--- src/pvt_pkg.sv ---
package pvt_pkg;

    // sample and result widths
    localparam int PRICE_WIDTH  = 32;
    localparam int VOLUME_WIDTH = 32;
    localparam int FRAC_BITS    = 16;
    localparam int TOTAL_W      = 64;

    // scaled numerator volume*diff << FRAC_BITS and the exact sum of term and base
    localparam int PROD_W = PRICE_WIDTH + VOLUME_WIDTH;
    localparam int NUM_W  = PROD_W + FRAC_BITS;
    localparam int SUM_W  = ((NUM_W > TOTAL_W) ? NUM_W : TOTAL_W) + 2;

    // divider step counter
    localparam int CNT_W = $clog2(NUM_W);

    // samples seen in the current series
    localparam logic [1:0] SEEN_NONE = 2'd0;
    localparam logic [1:0] SEEN_ONE  = 2'd1;
    localparam logic [1:0] SEEN_FULL = 2'd2;

    // controller to datapath commands
    typedef struct packed {
        logic load;
        logic capture_diff;
        logic store_first;
        logic zero_res;
        logic mul;
        logic div_start;
        logic div_step;
        logic sum;
        logic commit;
    } t_cmd;

    // datapath to controller status
    typedef struct packed {
        logic skip;
        logic zero_vol;
        logic zero_price;
    } t_sts;

endpackage

--- src/price_volume_trend_top.sv ---
// channel   direction  handshake                  payload
// input     in         i_in_valid / o_in_ready    i_close_price, i_traded_volume,
//                                                 i_first_of_series
// output    out        o_out_valid / i_out_ready  o_trend_value, o_saturated,
//                                                 o_zero_price
//
// one request at a time; a full sample runs check, multiply, divider preset, then the
// one-bit-per-cycle restoring divider over the 80-bit scaled numerator, sum and commit
// a series opener ends at the check with no result; zero volume or price goes to commit
// the next request is accepted while a finished result still waits in the output
// register; a new result waits in the last state until that register is free
// synchronous active-low reset clears the series state and the output request
module price_volume_trend_top
    import pvt_pkg::*;
(
    input  logic        i_clk,
    input  logic        i_rst_n,
    input  logic        i_in_valid,
    output logic        o_in_ready,
    input  logic [31:0] i_close_price,
    input  logic [31:0] i_traded_volume,
    input  logic        i_first_of_series,
    output logic        o_out_valid,
    input  logic        i_out_ready,
    output logic [63:0] o_trend_value,
    output logic        o_saturated,
    output logic        o_zero_price
);

    t_cmd cmd;
    t_sts sts;

    pvt_ctrl u_ctrl (
        .i_clk       (i_clk),
        .i_rst_n     (i_rst_n),
        .i_in_valid  (i_in_valid),
        .o_in_ready  (o_in_ready),
        .o_out_valid (o_out_valid),
        .i_out_ready (i_out_ready),
        .i_sts       (sts),
        .o_cmd       (cmd)
    );

    pvt_dp u_dp (
        .i_clk             (i_clk),
        .i_rst_n           (i_rst_n),
        .i_cmd             (cmd),
        .o_sts             (sts),
        .i_close_price     (i_close_price),
        .i_traded_volume   (i_traded_volume),
        .i_first_of_series (i_first_of_series),
        .o_trend_value     (o_trend_value),
        .o_saturated       (o_saturated),
        .o_zero_price      (o_zero_price)
    );

    // a commit never overwrites a result that is still waiting
    a_no_overwrite: assert property (@(posedge i_clk) disable iff (!i_rst_n)
        cmd.commit |-> !(o_out_valid && !i_out_ready))
        else $error("result overwritten before taken");

    // the divider never runs while a new request can be taken
    a_idle_no_div: assert property (@(posedge i_clk) disable iff (!i_rst_n)
        o_in_ready |-> !(cmd.div_step || cmd.div_start || cmd.sum))
        else $error("arithmetic active while idle");

    // a zero price result carries a zero total and no clamp
    a_zero_price: assert property (@(posedge i_clk) disable iff (!i_rst_n)
        (o_out_valid && o_zero_price) |-> (o_trend_value == '0 && !o_saturated))
        else $error("zero price result not zero");

    // a clamped result sits at a signed limit
    a_sat_limit: assert property (@(posedge i_clk) disable iff (!i_rst_n)
        (o_out_valid && o_saturated) |->
            (o_trend_value == 64'h8000_0000_0000_0000 ||
             o_trend_value == 64'h7fff_ffff_ffff_ffff))
        else $error("saturated result off limit");

endmodule

--- src/pvt_ctrl.sv ---
module pvt_ctrl
    import pvt_pkg::*;
(
    input  logic i_clk,
    input  logic i_rst_n,
    input  logic i_in_valid,
    output logic o_in_ready,
    output logic o_out_valid,
    input  logic i_out_ready,
    input  t_sts i_sts,
    output t_cmd o_cmd
);

    localparam logic [2:0] S_IDLE  = 3'd0;
    localparam logic [2:0] S_CHECK = 3'd1;
    localparam logic [2:0] S_MUL   = 3'd2;
    localparam logic [2:0] S_PREP  = 3'd3;
    localparam logic [2:0] S_DIV   = 3'd4;
    localparam logic [2:0] S_SUM   = 3'd5;
    localparam logic [2:0] S_OUT   = 3'd6;

    localparam logic [CNT_W-1:0] LAST_STEP = CNT_W'(NUM_W - 1);

    logic [2:0]       r_state, n_state;
    logic [CNT_W-1:0] r_cnt, n_cnt;
    logic             r_out_valid, n_out_valid;

    // next state and commands
    always_comb begin
        n_state = r_state;
        n_cnt   = r_cnt;
        o_cmd   = '0;
        case (r_state)
            S_IDLE: begin
                if (i_in_valid) begin
                    o_cmd.load = 1'b1;
                    n_state    = S_CHECK;
                end
            end
            S_CHECK: begin
                o_cmd.capture_diff = 1'b1;
                if (i_sts.skip) begin
                    o_cmd.store_first = 1'b1;
                    n_state           = S_IDLE;
                end else if (i_sts.zero_vol || i_sts.zero_price) begin
                    o_cmd.zero_res = 1'b1;
                    n_state        = S_OUT;
                end else begin
                    n_state = S_MUL;
                end
            end
            S_MUL: begin
                o_cmd.mul = 1'b1;
                n_state   = S_PREP;
            end
            S_PREP: begin
                o_cmd.div_start = 1'b1;
                n_cnt           = '0;
                n_state         = S_DIV;
            end
            S_DIV: begin
                o_cmd.div_step = 1'b1;
                n_cnt          = r_cnt + 1'b1;
                if (r_cnt == LAST_STEP) begin
                    n_state = S_SUM;
                end
            end
            S_SUM: begin
                o_cmd.sum = 1'b1;
                n_state   = S_OUT;
            end
            S_OUT: begin
                if (!r_out_valid || i_out_ready) begin
                    o_cmd.commit = 1'b1;
                    n_state      = S_IDLE;
                end
            end
            default: begin
                n_state = S_IDLE;
            end
        endcase
    end

    // output request flag: set on commit, cleared when taken
    always_comb begin
        n_out_valid = r_out_valid;
        if (o_cmd.commit) begin
            n_out_valid = 1'b1;
        end else if (r_out_valid && i_out_ready) begin
            n_out_valid = 1'b0;
        end
    end

    always_ff @(posedge i_clk) begin
        if (!i_rst_n) begin
            r_state     <= S_IDLE;
            r_cnt       <= '0;
            r_out_valid <= 1'b0;
        end else begin
            r_state     <= n_state;
            r_cnt       <= n_cnt;
            r_out_valid <= n_out_valid;
        end
    end

    assign o_in_ready  = (r_state == S_IDLE);
    assign o_out_valid = r_out_valid;

endmodule

--- src/pvt_dp.sv ---
module pvt_dp
    import pvt_pkg::*;
(
    input  logic               i_clk,
    input  logic               i_rst_n,
    input  t_cmd               i_cmd,
    output t_sts               o_sts,
    input  logic [31:0]        i_close_price,
    input  logic [31:0]        i_traded_volume,
    input  logic               i_first_of_series,
    output logic [TOTAL_W-1:0] o_trend_value,
    output logic               o_saturated,
    output logic               o_zero_price
);

    // current request
    logic [PRICE_WIDTH-1:0]  r_cur_close;
    logic [VOLUME_WIDTH-1:0] r_cur_vol;
    logic                    r_first;

    // series state
    logic [PRICE_WIDTH-1:0]  r_prev_close;
    logic [VOLUME_WIDTH-1:0] r_prev_vol;
    logic [TOTAL_W-1:0]      r_total;
    logic [1:0]              r_seen;

    // arithmetic
    logic [PRICE_WIDTH-1:0]  r_diff;
    logic                    r_neg;
    logic [PROD_W-1:0]       r_prod;
    logic [PRICE_WIDTH-1:0]  r_rem;
    logic [NUM_W-1:0]        r_quo;

    // pending result
    logic [TOTAL_W-1:0]      r_res_total;
    logic                    r_res_sat;
    logic                    r_res_zp;

    // output register
    logic [TOTAL_W-1:0]      r_out_total;
    logic                    r_out_sat;
    logic                    r_out_zp;

    logic [PRICE_WIDTH:0]    trial;
    logic                    fits;
    logic [PRICE_WIDTH:0]    step_val;
    logic [SUM_W-1:0]        term;
    logic [SUM_W-1:0]        base;
    logic [SUM_W-1:0]        sum;
    logic [SUM_W-TOTAL_W:0]  sum_top;

    // status for the controller
    assign o_sts.skip       = r_first || (r_seen == SEEN_NONE);
    assign o_sts.zero_vol   = (r_cur_vol == '0) || (r_prev_vol == '0);
    assign o_sts.zero_price = (r_prev_close == '0);

    // one restoring division step
    assign step_val = {r_rem, r_quo[NUM_W-1]};
    assign fits     = (step_val >= {1'b0, r_prev_close});
    assign trial    = step_val - {1'b0, r_prev_close};

    // signed term plus base, exact before the clamp
    always_comb begin
        term = SUM_W'(r_quo);
        if (r_neg) begin
            term = -term;
        end
        if (r_seen == SEEN_ONE) begin
            base = SUM_W'(r_prev_vol) << FRAC_BITS;
        end else begin
            base = {{(SUM_W - TOTAL_W){r_total[TOTAL_W-1]}}, r_total};
        end
        sum     = term + base;
        sum_top = sum[SUM_W-1:TOTAL_W-1];
    end

    // capture, difference, product and division
    always_ff @(posedge i_clk) begin
        if (i_cmd.load) begin
            r_cur_close <= PRICE_WIDTH'(i_close_price);
            r_cur_vol   <= VOLUME_WIDTH'(i_traded_volume);
            r_first     <= i_first_of_series;
        end
        if (i_cmd.capture_diff) begin
            r_neg  <= (r_cur_close < r_prev_close);
            r_diff <= (r_cur_close >= r_prev_close) ? r_cur_close - r_prev_close
                                                    : r_prev_close - r_cur_close;
        end
        if (i_cmd.mul) begin
            r_prod <= PROD_W'(r_cur_vol) * PROD_W'(r_diff);
        end
        if (i_cmd.div_start) begin
            r_rem <= '0;
            r_quo <= NUM_W'(r_prod) << FRAC_BITS;
        end else if (i_cmd.div_step) begin
            r_rem <= fits ? trial[PRICE_WIDTH-1:0] : step_val[PRICE_WIDTH-1:0];
            r_quo <= {r_quo[NUM_W-2:0], fits};
        end
    end

    // result forming and clamp
    always_ff @(posedge i_clk) begin
        if (i_cmd.zero_res) begin
            r_res_total <= '0;
            r_res_sat   <= 1'b0;
            r_res_zp    <= !o_sts.zero_vol;
        end else if (i_cmd.sum) begin
            r_res_zp <= 1'b0;
            if ((sum_top == '0) || (sum_top == '1)) begin
                r_res_total <= sum[TOTAL_W-1:0];
                r_res_sat   <= 1'b0;
            end else begin
                r_res_sat   <= 1'b1;
                r_res_total <= sum[SUM_W-1] ? {1'b1, {(TOTAL_W-1){1'b0}}}
                                            : {1'b0, {(TOTAL_W-1){1'b1}}};
            end
        end
        if (i_cmd.commit) begin
            r_out_total <= r_res_total;
            r_out_sat   <= r_res_sat;
            r_out_zp    <= r_res_zp;
        end
    end

    // series state update
    always_ff @(posedge i_clk) begin
        if (!i_rst_n) begin
            r_prev_close <= '0;
            r_prev_vol   <= '0;
            r_total      <= '0;
            r_seen       <= SEEN_NONE;
        end else if (i_cmd.store_first) begin
            r_prev_close <= r_cur_close;
            r_prev_vol   <= r_cur_vol;
            r_total      <= '0;
            r_seen       <= SEEN_ONE;
        end else if (i_cmd.commit) begin
            r_prev_close <= r_cur_close;
            r_prev_vol   <= r_cur_vol;
            r_total      <= r_res_total;
            r_seen       <= SEEN_FULL;
        end
    end

    assign o_trend_value = r_out_total;
    assign o_saturated   = r_out_sat;
    assign o_zero_price  = r_out_zp;

endmodule
--- config.mk ---
export PLATFORM = sky130hd
export DESIGN_NAME = price_volume_trend_top
export DESIGN_NICKNAME = d
export VERILOG_FILES = /design/src/pvt_pkg.sv /design/src/price_volume_trend_top.sv /design/src/pvt_ctrl.sv /design/src/pvt_dp.sv
export SDC_FILE = /design/constraint.sdc
export NUM_CORES = 2
export LEC_CHECK = 0
export ABC_CLOCK_PERIOD_IN_PS = 17700
export BUFFER_PORTS_ARGS = -buffer_cell sky130_fd_sc_hd__buf_2
export CORE_ASPECT_RATIO = 1.5
export CORE_MARGIN = 8
export CORE_UTILIZATION = 60
export CTS_CLUSTER_DIAMETER = 200
export CTS_CLUSTER_SIZE = 40
export DETAILED_ROUTE_END_ITERATION = 10
export PLACE_DENSITY = 0.77
export SLEW_MARGIN = 20
export SYNTH_ARGS = -nofsm -noshare
export SYNTH_HDL_FRONTEND = slang
export SYNTH_HIERARCHICAL = 1
export SYNTH_SLANG_ARGS = --single-unit
--- constraint.sdc ---
create_clock -name i_clk -period 17.7 [get_ports i_clk]
set_input_delay 1.77 -clock i_clk [delete_from_list [all_inputs] [get_ports i_clk]]
set_output_delay 1.77 -clock i_clk [all_outputs]
set_load 0.03 [all_outputs]
**Yosys cells after proc, flatten, opt, wreduce, memory -nomap -nowiden**

Index checks and enable logic that the tools add are counted.

- Muxes and demuxes: 38
- Bitwise operators: 1
- Equality and inequality tests: 12
- Add/sub/neg operators: 6
- Order comparisons: 3
- Multiply operators: 1
- Reduce and logical (&&, ||, !) cells: 21

Operator list:

| kind | number |
|---|---|
| $mux 32 | 6 |
| $mux 82 | 2 |
| $mux 80 | 2 |
| $mux 64 | 2 |
| $logic_not 32->1 | 3 |
| $sub 32x32->32 | 3 |
| $add 82x82->82 | 1 |
| $neg 80->82 | 1 |
| $mul 32x32->64 | 1 |
| $ge 33x32->1 | 1 |
| $ge 32x32->1 | 1 |
| $lt 32x32->1 | 1 |
| $pmux 3 s7 | 1 |
| $eq 19x19->1 const B | 1 |
| $logic_not 19->1 | 1 |
| $mux 1 | 18 |
| $mux 3 | 6 |
| $pmux 7 s2 | 1 |
| $reduce_bool 2->1 | 5 |
| $eq 3x3->1 const B | 3 |
| $add 7x1->7 const B | 1 |
| $eq 7x7->1 const B | 1 |
| $eq 3x2->1 const B | 2 |
| $logic_or 1x1->1 | 5 |
| 11 further kinds | 13 |

- Input port bits: 69
- Output and inout port bits: 68
- Register bits: 547
- Word-level logic and storage cells: 105

**Depth between registers and ports, before layout**

- Word-level depth: 7
- Mapped depth: 33

**Hierarchy**

Netlist, hierarchy kept.

Modules (own cells, without submodules):

| module | cells each | area each (um^2) | times used |
|---|---|---|---|
| pvt_dp | 6,781 | 63,998.9 | 1 |
| pvt_ctrl | 76 | 676.9 | 1 |

**Worst setup path before layout**

No wires, ideal clock.

- Path type: register -> register
- Start point: register u_dp.r_diff[17]
- End point: register u_dp.r_prod[62] (data pin)
- Setup slack: 9.516 ns
- Clock period less this slack: 8.184 ns
- Stages on the path, launching flop included: 30
- Arrival: 7.922 ns
- Data required time: 17.438 ns
- Cell sequence: edfxtp_1 -> clkbuf_1 -> and2_1 -> fa_1 -> inv_1 -> fa_1 -> inv_1 -> fa_1 -> inv_1 -> fa_1 -> inv_1 -> fa_1 -> fa_1 -> fa_1 -> fa_1 -> ha_1 -> a21o_1 -> a21oi_1 -> o21bai_1 -> a221o_1 -> a21o_1 -> o31ai_1 -> and3_1 -> o21ai_0 -> o311a_1 -> o311ai_0 -> a21boi_0 -> o21ai_0 -> mux2i_1 -> o21ai_0

- Word-level cells in the longest chain between the ends: 1

RTL lines:

| element | line | text |
|---|---|---|
| from (decl) | pvt_dp.sv:28 | `logic [PRICE_WIDTH-1:0] r_diff;` |
| from (signal assigned) | pvt_dp.sv:86 | `r_diff <= (r_cur_close >= r_prev_close) ? r_cur_close - r_prev_close` |
| $mul 32x32->64 | pvt_dp.sv:90 | `r_prod <= PROD_W'(r_cur_vol) * PROD_W'(r_diff);` |
| to (signal assigned) | pvt_dp.sv:90 |  |
| to (decl) | pvt_dp.sv:30 | `logic [PROD_W-1:0] r_prod;` |

No other way between the ends.
A chain may end at the register's enable or synchronous reset.

**Worst setup path after layout**

- Start point: register u_dp.r_diff[3]
- End point: register u_dp.r_prod[62] (data pin)

The elaborated chain is that of the path after synthesis.

==> flow_metrics.tcl <==
set metrics [dict create \
    placementRows 147 \
    vias 49680 \
    firstDrtPassIters 6 \
    setup_ws_ns 7.939 \
    cts-root-buf "clkbuf_16" \
    synth_nets 8267 \
    avgSynthCellArea_um2 9.432 \
    crit_path_frequent_cell "fa_1" \
    grt_overflow 0 \
    cpMaxStageDelayCell "edfxtp_1" \
    cp_slowest_stage_delay_ns 1.13 \
    ys_warn_count 6 \
    cp_top_family "adder cells" \
    clockBufferDepth 3 \
    cts_tree "yes" \
    fin_cells 8143 \
    grt_pass1_wl_mm 295.0 \
    worst_slew_pin_slew_ns 1.164 \
    antenna_found_initial 8 \
    max_cap_viol_count 0 \
    synth.distinct_cells 88 \
    drc 0 \
    synth-seq-cells 547 \
    dieArea_mm2 0.1188 \
    place_hpwl_mm 142.1 \
    period_share 0.5515 \
    rsz0062_at_grt "no" \
    htreeDepth 1 \
    worstPathArrival_ns 10.14 \
    setup-violations-final 0 \
    yosysTopAreaCellShare 0.2786 \
    slew_violations 0 \
    grt_start_max_net_pins 81 \
    crit_type "flop to flop" \
    start_kind "flop" \
    fmax_mhz 102.4 \
    hold_buffers 0 \
    io_pins 137 \
    fillers 8952 \
    cts_sinks 547 \
    clk_latency_ns 0.65 \
    fin_crit_ns 9.761 \
    wl_per_cell_um 23.42 \
    track_usage 0.3180 \
    synthTopCellsByArea "fa_1 28%, edfxtp_1 14%, ha_1 8.5%" \
    post-place-ws_ns 8.148 \
    cp_max_fo 32 \
    routed_wl_mm 190.7 \
    grt_pass1_vias 52500 \
    synth-edff-count 293 \
    netlist_area_mm2 0.06468 \
    path_clk_slew_ns 0.18 \
    numPortBuffers 136 \
    yosysTopAreaCell "fa_1" \
    drt-initial-drc-count 3956 \
    required_ns 18.08 \
    final_util 0.6243 \
    start_util 0.6042 \
    drive_above_1_share 0.06024 \
    fin_setup_tns_ns 0 \
    die_w_um 284.1 \
    cts_resized 0 \
    syn_inst 6857 \
    via_per_inst 6.101 \
    cts_setup_buffers 0 \
    dpl.cell_count 8108 \
    dieHeight_um 418.1 \
    hold_viol_final 0 \
    synthArstFlopShare 0 \
    crit_path_end_kind "flop" \
    hp-class "flop to flop" \
    status "completed" \
    coreArea_mm2 0.1070 \
    maxSlewHeadroom 0.2167 \
    crit_buf_inv 4 \
    cts_buffers 17 \
    yosysSeqAreaShare 0.2147 \
    synth_ff_type "edfxtp_1" \
    nets 8124 \
    skew_ns 0.06618 \
    ant_nets 0 \
    gp_congestion 1.014 \
    area_growth_pct 3.331 \
]
==> worst register-to-register path: cells and delay by family, from the launching register on <==
kind                     cells  cell delay, ns
multiplexers                 1            0.21
flip-flops                   1            1.13
AO/OA/AOI/OAI               11            3.09
buffers and inverters        4            0.23
adder cells (fa/ha/maj)      9            4.09
AND/OR/NAND/NOR              3            0.71
==> layout by cell type, fill, tap and decap left out, types with 77 or more instances in the layout <==
cell and count:
nor2_1 309, mux2i_1 115, buf_4 87, buf_2 135
edfxtp_1 293, a21oi_1 247, a21o_1 122, xnor2_1 196
ha_1 441, dfxtp_1 254, o21ai_0 190, inv_1 993
and2_1 676, nand2_1 739, fa_1 900, a21boi_0 77
==> through the flow <==
| stage | hold slack, ns | area (um^2) |
|---|---|---|
| CTS | 0.4505 | 66790 |
| global route | 0.4638 | 66820 |
| floorplan | 0.4003 | 64680 |
| detailed placement | 0.4175 | 66310 |
| finish | 0.4477 | 66830 |
| global placement | 0.4171 | 66310 |
==> kinds of logic (layout without fill, tap and decap cells) <==
kind of cell	after synthesis	count (layout)	synth area share
xor gates and xnor gates	264	264	0.03587
DFF	547	547	0.2147
other	0	5	0
muxes	155	155	0.02476
adders and majority gates	1341	1341	0.3639
and+or+nand+nor	2126	2126	0.1650
buffers and inverters	1381	1247	0.08174
AOI/OAI and AO/OA	1043	1043	0.1141
==> sequential cells by signal, summed over array words and instances, names as in the netlist, 2 cells and up <==
signal              count
u_dp/r_quo             80
u_dp/o_trend_value     64
u_dp/r_prod            64
u_dp/r_res_total       64
u_dp/r_total           64
u_dp/r_cur_close       32
u_dp/r_cur_vol         32
u_dp/r_diff            32
u_dp/r_prev_close      32
u_dp/r_prev_vol        32
u_dp/r_rem             32
u_ctrl/r_cnt            7
u_ctrl/r_state          3
u_dp/r_seen             2
==> synth_stat cells, types with 37 or more instances <==
cell type and count:
a211oi_1 41, a21boi_0 77, a21o_1 122, a21oi_1 247
a22o_1 66, a311oi_2 56, and2_1 677, clkbuf_1 347
dfxtp_1 254, edfxtp_1 293, fa_1 900, ha_1 441
inv_1 994, mux2_2 40, mux2i_1 115, nand2_1 740
nand2b_1 38, nand3_1 60, nand4_1 57, nor2_1 313
nor3_1 48, nor4_1 45, o21ai_0 190, o31ai_1 37
xnor2_1 196, xor2_1 67
==> final timing paths <==
path / slack (ns) / to / cells past startpoint / startpoint
setup / recovery: 7.94 / u_dp/r_prod[62] / 28 / u_dp/r_diff[3]
hold / removal: 0.45 / u_dp/o_zero_price / 0 / u_dp/r_res_zp
setup reg to reg: 7.94 / u_dp/r_prod[62] / 28 / u_dp/r_diff[3]
hold reg to reg: 0.45 / u_dp/o_zero_price / 0 / u_dp/r_res_zp
==> routing by layer <==
layer	up-vias	wire, um	GRT usage
li1	21880	-	-
met1	24730	65680	0.3471
met2	2321	94690	0.5639
met3	756	14280	0.05079
met4	2	16050	0.2217
met5	-	13	0
==> layout make-up <==
cell class              instances  area, um^2  share of cell area
clock inverters                 2       20.02           0.0002996
repair buffers                224        1359             0.02033
clock buffers                  26       459.2            0.006871
flip-flops and latches        547       13880              0.2077
multi-input cells            4929       45590              0.6822
inverters                     995        3737             0.05592
diodes                          5       12.51           0.0001872
well taps                    1415        1770             0.02649
Power is not shown: default switching activity piles up to over one toggle a cycle in this logic, so the estimate is an artifact.
